**src/rtl/bbgr_pkg.sv**
```systemverilog
// Shared types and constants for the baseband global register block.
// Holds command and register-select codes and the decoded operation record.
// No dependencies.
`default_nettype none

package bbgr_pkg;

  localparam int COUNT_WIDTH     = 10;
  localparam int ACQ_COUNT_WIDTH = 24;
  localparam int FLAG_WIDTH      = 12;
  localparam int DATA_WIDTH      = 32;
  localparam int QUEUE_DEPTH     = 2;
  localparam int QUEUE_PTR_W     = $clog2(QUEUE_DEPTH);
  localparam int QUEUE_CNT_W     = $clog2(QUEUE_DEPTH + 1);

  localparam int FLAG_TRACK_BIT  = 8;
  localparam int FLAG_PERIOD_BIT = 9;
  localparam int FLAG_REQ_BIT    = 10;
  localparam int FLAG_ACQ_BIT    = 11;
  localparam int ENABLE_BIT      = 8;

  typedef enum logic [1:0] {
    CMD_WRITE,
    CMD_READ,
    CMD_TICK,
    CMD_LOAD
  } cmd_t;

  typedef enum logic [2:0] {
    SEL_ENABLE,
    SEL_TRACK_START,
    SEL_MEAS_PERIOD,
    SEL_MEAS_COUNT,
    SEL_FLAGS,
    SEL_REQ_COUNT,
    SEL_MASK,
    SEL_NONE
  } sel_t;

  typedef struct packed {
    logic                  wr;
    logic                  rd;
    logic                  tick;
    logic                  load;
    sel_t                  sel;
    logic [DATA_WIDTH-1:0] data;
    logic                  done;
  } op_t;

  typedef struct packed {
    logic push;
    logic full;
  } push_ctl_t;

  typedef struct packed {
    logic pop;
    logic empty;
  } pop_ctl_t;

endpackage

`default_nettype wire

```
**src/rtl/bbgr_if.sv**
```systemverilog
// Handshake channel interfaces for the baseband global register block.
// Depends on nothing; payload widths match the item fields.
`default_nettype none

interface bbgr_in_if;
  logic        valid;
  logic        ready;
  logic [1:0]  command;
  logic [2:0]  reg_select;
  logic [31:0] write_data;
  logic        tracking_done;

  modport source(output valid, command, reg_select, write_data, tracking_done,
                 input ready);
  modport sink(input valid, command, reg_select, write_data, tracking_done,
               output ready);
endinterface

interface bbgr_out_if;
  logic        valid;
  logic        ready;
  logic [31:0] read_data;
  logic        irq;

  modport source(output valid, read_data, irq, input ready);
  modport sink(input valid, read_data, irq, output ready);
endinterface

`default_nettype wire

```
**src/rtl/bbgr_front.sv**
```systemverilog
// Front stage: accept items and classify them into decoded operations.
// Depends on bbgr_pkg and bbgr_in_if.
`default_nettype none

module bbgr_front (
  input  wire logic                clk,
  input  wire logic                rst_n,
  bbgr_in_if.sink                  in_ch,
  input  wire logic                q_full,
  output bbgr_pkg::push_ctl_t      push_ctl,
  output bbgr_pkg::op_t            push_op
);

  logic          valid_r;
  logic          valid_nxt;
  bbgr_pkg::op_t op_r;
  bbgr_pkg::op_t op_nxt;
  logic          accept;
  logic          push;

  assign push         = valid_r && !q_full;
  assign in_ch.ready  = !valid_r || !q_full;
  assign accept       = in_ch.valid && in_ch.ready;

  always_comb begin
    op_nxt      = '0;
    op_nxt.sel  = bbgr_pkg::sel_t'(in_ch.reg_select);
    op_nxt.data = in_ch.write_data;
    op_nxt.done = in_ch.tracking_done;
    unique case (bbgr_pkg::cmd_t'(in_ch.command))
      bbgr_pkg::CMD_WRITE: op_nxt.wr   = 1'b1;
      bbgr_pkg::CMD_READ:  op_nxt.rd   = 1'b1;
      bbgr_pkg::CMD_TICK:  op_nxt.tick = 1'b1;
      bbgr_pkg::CMD_LOAD:  op_nxt.load = 1'b1;
      default:             op_nxt.load = 1'b1;
    endcase
  end

  always_comb begin
    valid_nxt = valid_r;
    if (accept) begin
      valid_nxt = 1'b1;
    end else if (push) begin
      valid_nxt = 1'b0;
    end
  end

  always_ff @(posedge clk) begin
    if (!rst_n) begin
      valid_r <= 1'b0;
    end else begin
      valid_r <= valid_nxt;
    end
  end

  always_ff @(posedge clk) begin
    if (accept) begin
      op_r <= op_nxt;
    end
  end

  assign push_ctl.push = push;
  assign push_ctl.full = q_full;
  assign push_op       = op_r;

endmodule

`default_nettype wire

```
**src/rtl/bbgr_queue.sv**
```systemverilog
// Short queue of decoded operations between front and back stages.
// Depends on bbgr_pkg.
`default_nettype none

module bbgr_queue (
  input  wire logic                clk,
  input  wire logic                rst_n,
  input  wire bbgr_pkg::push_ctl_t push_ctl,
  input  wire bbgr_pkg::op_t       push_op,
  input  wire logic                pop,
  output wire logic                full,
  output bbgr_pkg::pop_ctl_t       pop_ctl,
  output bbgr_pkg::op_t            pop_op
);

  bbgr_pkg::op_t                        mem_r [bbgr_pkg::QUEUE_DEPTH];
  logic [bbgr_pkg::QUEUE_PTR_W-1:0]     wr_ptr_r;
  logic [bbgr_pkg::QUEUE_PTR_W-1:0]     rd_ptr_r;
  logic [bbgr_pkg::QUEUE_CNT_W-1:0]     count_r;
  logic [bbgr_pkg::QUEUE_CNT_W-1:0]     count_nxt;
  logic                                 do_push;
  logic                                 do_pop;
  logic                                 empty;

  assign empty   = (count_r == '0);
  assign full    = (count_r == bbgr_pkg::QUEUE_CNT_W'(bbgr_pkg::QUEUE_DEPTH));
  assign do_push = push_ctl.push && !push_ctl.full;
  assign do_pop  = pop && !empty;

  always_comb begin
    count_nxt = count_r;
    if (do_push && !do_pop) begin
      count_nxt = count_r + 1'b1;
    end else if (do_pop && !do_push) begin
      count_nxt = count_r - 1'b1;
    end
  end

  always_ff @(posedge clk) begin
    if (!rst_n) begin
      wr_ptr_r <= '0;
      rd_ptr_r <= '0;
      count_r  <= '0;
    end else begin
      count_r <= count_nxt;
      if (do_push) begin
        wr_ptr_r <= (wr_ptr_r == bbgr_pkg::QUEUE_PTR_W'(bbgr_pkg::QUEUE_DEPTH - 1)) ?
                    '0 : wr_ptr_r + 1'b1;
      end
      if (do_pop) begin
        rd_ptr_r <= (rd_ptr_r == bbgr_pkg::QUEUE_PTR_W'(bbgr_pkg::QUEUE_DEPTH - 1)) ?
                    '0 : rd_ptr_r + 1'b1;
      end
    end
  end

  always_ff @(posedge clk) begin
    if (do_push) begin
      mem_r[wr_ptr_r] <= push_op;
    end
  end

  assign pop_ctl.pop   = do_pop;
  assign pop_ctl.empty = empty;
  assign pop_op        = mem_r[rd_ptr_r];

endmodule

`default_nettype wire

```
**src/rtl/bbgr_back.sv**
```systemverilog
// Back stage: register file, tick counters, sticky flags and result register.
// Depends on bbgr_pkg and bbgr_out_if.
`default_nettype none

module bbgr_back (
  input  wire logic                clk,
  input  wire logic                rst_n,
  input  wire bbgr_pkg::pop_ctl_t  q_ctl,
  input  wire bbgr_pkg::op_t       op,
  output wire logic                pop,
  bbgr_out_if.source               out_ch
);

  localparam int CW = bbgr_pkg::COUNT_WIDTH;
  localparam int AW = bbgr_pkg::ACQ_COUNT_WIDTH;
  localparam int FW = bbgr_pkg::FLAG_WIDTH;
  localparam int DW = bbgr_pkg::DATA_WIDTH;

  logic          en_r,     en_nxt;
  logic [CW-1:0] period_r, period_nxt;
  logic [CW-1:0] meas_r,   meas_nxt;
  logic [CW-1:0] req_r,    req_nxt;
  logic [AW-1:0] acq_r,    acq_nxt;
  logic [FW-1:0] flags_r,  flags_nxt;
  logic [DW-1:0] mask_r,   mask_nxt;
  logic          out_valid_r, out_valid_nxt;
  logic [DW-1:0] rdata_r,  rdata_nxt;
  logic          irq_r,    irq_nxt;
  logic [CW-1:0] meas_inc;

  assign pop      = !q_ctl.empty && (!out_valid_r || out_ch.ready);
  assign meas_inc = meas_r + 1'b1;

  always_comb begin
    en_nxt     = en_r;
    period_nxt = period_r;
    meas_nxt   = meas_r;
    req_nxt    = req_r;
    acq_nxt    = acq_r;
    flags_nxt  = flags_r;
    mask_nxt   = mask_r;
    rdata_nxt  = '0;

    if (op.wr) begin
      unique case (op.sel)
        bbgr_pkg::SEL_ENABLE:      if (op.data[bbgr_pkg::ENABLE_BIT]) en_nxt = 1'b1;
        bbgr_pkg::SEL_MEAS_PERIOD: period_nxt = op.data[CW-1:0];
        bbgr_pkg::SEL_MEAS_COUNT:  meas_nxt   = op.data[CW-1:0];
        bbgr_pkg::SEL_FLAGS:       flags_nxt  = flags_r & ~op.data[FW-1:0];
        bbgr_pkg::SEL_REQ_COUNT:   req_nxt    = op.data[CW-1:0];
        bbgr_pkg::SEL_MASK:        mask_nxt   = op.data;
        default: ;
      endcase
    end

    if (op.rd) begin
      unique case (op.sel)
        bbgr_pkg::SEL_ENABLE:      rdata_nxt[bbgr_pkg::ENABLE_BIT] = en_r;
        bbgr_pkg::SEL_MEAS_PERIOD: rdata_nxt = DW'(period_r);
        bbgr_pkg::SEL_MEAS_COUNT:  rdata_nxt = DW'(meas_r);
        bbgr_pkg::SEL_FLAGS:       rdata_nxt = DW'(flags_r);
        bbgr_pkg::SEL_REQ_COUNT:   rdata_nxt = DW'(req_r);
        bbgr_pkg::SEL_MASK:        rdata_nxt = mask_r;
        default:                   rdata_nxt = '0;
      endcase
    end

    if (op.tick) begin
      if (en_r) begin
        if (op.done) flags_nxt[bbgr_pkg::FLAG_TRACK_BIT] = 1'b1;
        if (meas_inc == period_r) begin
          meas_nxt = '0;
          flags_nxt[bbgr_pkg::FLAG_PERIOD_BIT] = 1'b1;
        end else begin
          meas_nxt = meas_inc;
        end
      end
      if (req_r != '0) begin
        req_nxt = req_r - 1'b1;
        if (req_r == CW'(1)) flags_nxt[bbgr_pkg::FLAG_REQ_BIT] = 1'b1;
      end
      if (acq_r != '0) begin
        acq_nxt = acq_r - 1'b1;
        if (acq_r == AW'(1)) flags_nxt[bbgr_pkg::FLAG_ACQ_BIT] = 1'b1;
      end
    end

    if (op.load) begin
      acq_nxt = op.data[AW-1:0];
    end

    irq_nxt = |(DW'(flags_nxt) & mask_nxt);
  end

  always_comb begin
    out_valid_nxt = out_valid_r;
    if (pop) begin
      out_valid_nxt = 1'b1;
    end else if (out_ch.ready) begin
      out_valid_nxt = 1'b0;
    end
  end

  always_ff @(posedge clk) begin
    if (!rst_n) begin
      en_r        <= 1'b0;
      period_r    <= '0;
      meas_r      <= '0;
      req_r       <= '0;
      acq_r       <= '0;
      flags_r     <= '0;
      mask_r      <= '0;
      out_valid_r <= 1'b0;
    end else begin
      out_valid_r <= out_valid_nxt;
      if (q_ctl.pop) begin
        en_r     <= en_nxt;
        period_r <= period_nxt;
        meas_r   <= meas_nxt;
        req_r    <= req_nxt;
        acq_r    <= acq_nxt;
        flags_r  <= flags_nxt;
        mask_r   <= mask_nxt;
      end
    end
  end

  always_ff @(posedge clk) begin
    if (q_ctl.pop) begin
      rdata_r <= rdata_nxt;
      irq_r   <= irq_nxt;
    end
  end

  assign out_ch.valid     = out_valid_r;
  assign out_ch.read_data = rdata_r;
  assign out_ch.irq       = irq_r;

endmodule

`default_nettype wire

```
**src/rtl/baseband_global_irq_regs.sv**
```systemverilog
// Top level of the baseband global register file and interrupt logic.
// Depends on bbgr_pkg, bbgr_if, bbgr_front, bbgr_queue and bbgr_back.
//
// Usage:
//   in_ch carries one item per handshake: command (write, read, tick, load
//   of the acquisition countdown), reg_select, write_data and tracking_done.
//   out_ch returns exactly one item per input item, in order: read_data
//   (register value on reads, zero otherwise) and irq (masked flag level
//   after the item is applied).
//   With no stalls the item passes three registers in order: the front
//   register, which loads at the input handshake, the two-entry queue, and
//   the back stage's result register, whose load also raises out_ch.valid.
//   Throughput is one item per cycle while out_ch.ready stays high; every
//   item updates the back stage's registers once, when it is popped.
//   When out_ch.ready is low the result register holds, the back stage
//   stops draining the queue, and in_ch.ready falls once the queue and the
//   front register are full; no item is lost or repeated.
//   A synchronous active-low reset clears the control registers, flags, mask
//   and pipeline, disabling the engine; the result register is not reset.
`default_nettype none

module baseband_global_irq_regs (
  input  wire logic    clk,
  input  wire logic    rst_n,
  bbgr_in_if.sink      in_ch,
  bbgr_out_if.source   out_ch
);

  bbgr_pkg::push_ctl_t push_ctl;
  bbgr_pkg::pop_ctl_t  pop_ctl;
  bbgr_pkg::op_t       push_op;
  bbgr_pkg::op_t       pop_op;
  logic                q_full;
  logic                pop;

  bbgr_front u_front (
    .clk      (clk),
    .rst_n    (rst_n),
    .in_ch    (in_ch),
    .q_full   (q_full),
    .push_ctl (push_ctl),
    .push_op  (push_op)
  );

  bbgr_queue u_queue (
    .clk      (clk),
    .rst_n    (rst_n),
    .push_ctl (push_ctl),
    .push_op  (push_op),
    .pop      (pop),
    .full     (q_full),
    .pop_ctl  (pop_ctl),
    .pop_op   (pop_op)
  );

  bbgr_back u_back (
    .clk    (clk),
    .rst_n  (rst_n),
    .q_ctl  (pop_ctl),
    .op     (pop_op),
    .pop    (pop),
    .out_ch (out_ch)
  );

endmodule

`default_nettype wire

```
**src/flat_wrapper.sv**
```systemverilog
// flat-port wrapper written by rule: the top's interface ports become plain ports
module baseband_global_irq_regs_flat 
  (clk, rst_n, in_ch_valid, in_ch_command, in_ch_reg_select, in_ch_write_data, in_ch_tracking_done, in_ch_ready, out_ch_valid, out_ch_read_data, out_ch_irq, out_ch_ready);
  bbgr_in_if in_ch_i ();
  bbgr_out_if out_ch_i ();
  input  wire logic clk;
  input  wire logic rst_n;
  input wire logic [$bits(in_ch_i.valid)-1:0] in_ch_valid;
  input wire logic [$bits(in_ch_i.command)-1:0] in_ch_command;
  input wire logic [$bits(in_ch_i.reg_select)-1:0] in_ch_reg_select;
  input wire logic [$bits(in_ch_i.write_data)-1:0] in_ch_write_data;
  input wire logic [$bits(in_ch_i.tracking_done)-1:0] in_ch_tracking_done;
  output wire logic [$bits(in_ch_i.ready)-1:0] in_ch_ready;
  output wire logic [$bits(out_ch_i.valid)-1:0] out_ch_valid;
  output wire logic [$bits(out_ch_i.read_data)-1:0] out_ch_read_data;
  output wire logic [$bits(out_ch_i.irq)-1:0] out_ch_irq;
  input wire logic [$bits(out_ch_i.ready)-1:0] out_ch_ready;
  assign in_ch_i.valid = in_ch_valid;
  assign in_ch_i.command = in_ch_command;
  assign in_ch_i.reg_select = in_ch_reg_select;
  assign in_ch_i.write_data = in_ch_write_data;
  assign in_ch_i.tracking_done = in_ch_tracking_done;
  assign in_ch_ready = in_ch_i.ready;
  assign out_ch_valid = out_ch_i.valid;
  assign out_ch_read_data = out_ch_i.read_data;
  assign out_ch_irq = out_ch_i.irq;
  assign out_ch_i.ready = out_ch_ready;
  baseband_global_irq_regs u_core (.clk(clk), .rst_n(rst_n), .in_ch(in_ch_i), .out_ch(out_ch_i));
endmodule
```
**config.mk**
```make
export PLATFORM = sky130hd
export DESIGN_NAME = baseband_global_irq_regs_flat
export DESIGN_NICKNAME = d
export VERILOG_FILES = /design/src/rtl/bbgr_pkg.sv /design/src/rtl/bbgr_if.sv /design/src/rtl/bbgr_front.sv /design/src/rtl/bbgr_queue.sv /design/src/rtl/bbgr_back.sv /design/src/rtl/baseband_global_irq_regs.sv /design/src/flat_wrapper.sv
export SDC_FILE = /design/constraint.sdc
export NUM_CORES = 1
export LEC_CHECK = 0
export BUFFER_PORTS_ARGS = -buffer_cell sky130_fd_sc_hd__buf_2
export CAP_MARGIN = 20
export CORE_ASPECT_RATIO = 1.75
export CORE_MARGIN = 2
export CORE_UTILIZATION = 65
export DETAILED_ROUTE_END_ITERATION = 10
export PLACE_DENSITY = 0.87
export SYNTH_ARGS = -nofsm -noshare
export SYNTH_HDL_FRONTEND = slang
export SYNTH_SLANG_ARGS = --single-unit
```
**constraint.sdc**
```tcl
create_clock -name clk -period 8.6 [get_ports clk]
set_input_delay 1.72 -clock clk [delete_from_list [all_inputs] [get_ports clk]]
set_output_delay 1.72 -clock clk [all_outputs]
set_load 0.1 [all_outputs]
```
==> reports/qor.csv <==
stage,metric,value,unit
routing,Final ANT Viol Nets,0,
timing,fmax,265,MHz
worst_setup_path,Crit path required time,9.00,ns
yosys,number of synthesized flops with an enable pin,153,
cells_and_area,post-route cell area,12700,µm²
timing,final hold violation count,0,
worst_setup_path,Setup crit start kind,input pin,
flow_run,maximum capacitance violations,0,
timing,fin crit share,43.8,%
grt,initial antenna violation count,1,
place,IO buf count,76,
timing,max-slew violation count,0,
cts,CTS root buffer,clkbuf_16,
worst_setup_path,CP Max Fanout,49,
power_and_ir_drop,Power Dens Cells,365,nW/µm²
cells_and_area,Area Overhead vs Synth,11.5,%
cells_and_area,Fill cells,1215,
yosys,Synth area leader,edfxtp_1,
grt,largest net degree at the start of global routing,72,
cts,Worst-Skew Late Latency,0.51,ns
worst_setup_path,CP Class,in -> reg,
cts,Post-CTS Repair Setup Buffers,0,
timing,Fin Hold WS,0.443,ns
cts,Worst-path clk slew,0.07,ns
place,post-DP HPWL,17.5,mm
cells_and_area,share of cells above drive strength 1,15.2,%
floorplan,core area,17300,µm²
timing,final setup vio count,0,
cts,post_cts resized,0,
yosys,#FFs+latches synth,259,
grt,GRT Total Usage,27.7,%
routing,routed len/inst,19.8,µm
yosys,Mapped Cells,1016,
place,placed insts,1282,
timing,unrepaired setup endpoints after global routing,false,
worst_setup_path,CP Data Arrival Time,4.17,ns
cts,CTS buffer count,22,
yosys,post-synthesis net count,1065,
floorplan,Die Ht,179,µm
cts,CTS tree,built,
floorplan,Die W,104,µm
timing,Worst slew margin,35.4,%
routing,detailed-route vias per instance,6.40,
yosys,yosys warns,0,
yosys,post-synthesis async set-or-reset flop share,0,%
cells_and_area,fin cells,1325,
hold_path,HP Class,reg -> reg,
yosys,most frequent cells after synthesis,"153 x edfxtp_1, 125 x nor2_1, 106 x dfxtp_1",
cells_and_area,Final nets,1126,
worst_setup_path,CP endpoint kind,flip-flop,
routing,Vias,8481,
cts,H-tree depth,1,
yosys,synth unique cells,75,
routing,Post-Route WL,26.3,mm
floorplan,Die Area,18600,µm²
yosys,Post-Syn Area,11400,µm²
cts,hold_buf cts,0,
power_and_ir_drop,worst vdd ir,0.222,mV
timing,Slew @ Worst Pin,0.968,ns
timing,worst clock skew,0.0116,ns
place,GP Congestion,0.964,
routing,Remaining DRCs,0,
yosys,syn avg cell area,11.2,µm²
grt,global-route wire length before repair,40.9,mm
grt,Overflow after GRT,0,
cts,Num Clock Sinks,259,
timing,minimum clock period,3.77,ns
outcome,run status,"complete, no violations",
yosys,Yosys top cell area share,40.4,%
yosys,largest cells by area after synthesis,"edfxtp_1 40%, dfxtp_1 19%, nor2_1 4.1%",
routing,DRT Pass-1 Iters,5,
yosys,"count leader, synth",edfxtp_1,
place,area of placed instances,11900,µm²
routing,DRT iter0 DRCs,534,
grt,vias in the first global route,8266,
floorplan,initial core utilization,65.7,%
timing,TNS Setup,0,ns
yosys,post-synthesis sequential area ratio,59.1,%
yosys,"Top FF cell, synth",edfxtp_1,
worst_setup_path,R2R setup slack,5.35,ns
floorplan,Boundary Pins,77,
power_and_ir_drop,leakage power,0.00429,µW
cts,Max clock buf depth,3,
floorplan,Rows,64,
flip-flops by register name, summed over array words and instances, names as in the netlist, named ones only:
name / count
u_core.u_queue.mem_r: 80
u_core.u_front.push_op: 40
u_core.u_back.mask_r: 32
u_core.u_back.out_ch.read_data: 32
u_core.u_back.acq_r: 24
u_core.u_back.flags_r: 12
u_core.u_back.meas_r: 10
u_core.u_back.period_r: 10
u_core.u_back.req_r: 10
u_core.u_queue.count_r: 2
u_core.u_back.en_r: 1
u_core.u_back.out_ch.irq: 1
u_core.u_back.out_ch.valid: 1
u_core.u_front.valid_r: 1
u_core.u_queue.rd_ptr_r: 1
u_core.u_queue.wr_ptr_r: 1
worst max-delay path, stage by stage:
cell and delay [ns]:
buf_2 0.07, nor2b_1 0.04, or2_1 0.48, inv_2 0.18
buf_4 0.54, o21a_1 0.70, a21boi_0 0.19, o21a_1 0.23
per-stage QoR:
step	setup slack (ns)	total power (µW)	util, %
2_1_floorplan	4.68	3210	-
3_5_place_dp	4.34	3590	68.9
5_1_grt	4.67	4850	73.2
6_report	4.83	4620	73.2
4_1_cts	4.85	4590	73.0
3_3_place_gp	4.36	3550	68.9
final timing paths:
kind                             startpoint                         end  depth (start not counted)
setup / recovery               out_ch_ready     u_core.u_back.acq_r[20]                          8
hold / removal    u_core.u_front.push_op[8]  u_core.u_queue.mem_r[1][8]                          0
setup reg to reg                  flip-flop     u_core.u_back.acq_r[20]                          5
hold reg to reg   u_core.u_front.push_op[8]  u_core.u_queue.mem_r[1][8]                          0
layout by cell type (no fill, tap or decap), types with 5 or more instances in the layout:
master and instances:
edfxtp_1 153, nor2_1 124, dfxtp_1 105, buf_2 76, a21oi_1 61, nand2_1 59
o21ai_0 53, a211oi_1 45, mux2i_1 42, nor3_1 23, and2_1 23, clkbuf_16 23
buf_4 18, inv_1 17, o21ai_1 17, a31oi_1 17, nand3_1 14, mux2_2 13
a22oi_1 12, a32o_1 12, nor4_1 11, xnor2_1 10, a22o_1 9, o22ai_1 7
o21a_1 7, xor2_1 7, o311a_1 7, ha_1 7, a221oi_1 6, nand2b_1 5
nand3b_1 5, nand4_1 5
cell type report:
cell class                      instances  area [µm²]  share of cell area, %
Multi-Input combinational cell        679        4320                   34.1
Sequential cell                       259        6720                   53.0
Clock inverter                         13         126                  0.997
Timing Repair Buffer                   96         551                   4.35
Clock buffer                           27         591                   4.66
Tap cell                              231         289                   2.28
Inverter                               19        71.3                  0.563
Antenna cell                            1        2.50                 0.0198
per-layer routing:
layer  vias up  wire length [µm]  GRT usage (%)
li1       3947                 -              -
met1      4005              8860           28.9
met2       397             13900           51.1
met3       132              1730           4.11
met4         0              1780           18.9
met5         -                 0              0
logic make-up (layout without fill, tap and decap cells):
kind of cell	after synthesis	count (layout)	share of synthesized area, %
compound gates	292	292	17.5
xor+xnor	17	17	1.31
fa+ha+maj	7	7	0.771
buf+inv	78	155	3.13
flops	259	259	59.1
mux	56	56	5.07
other cells	0	1	0
simple gates	307	307	13.1
power breakdown:
group / total (µW) / internal, µW / switching [µW]
Clock: 986 / 553 / 432
Combinational: 1930 / 562 / 1370
Sequential: 1710 / 1540 / 165
Total: 4620 / 2660 / 1960
Power figures use the tool's default switching activity.
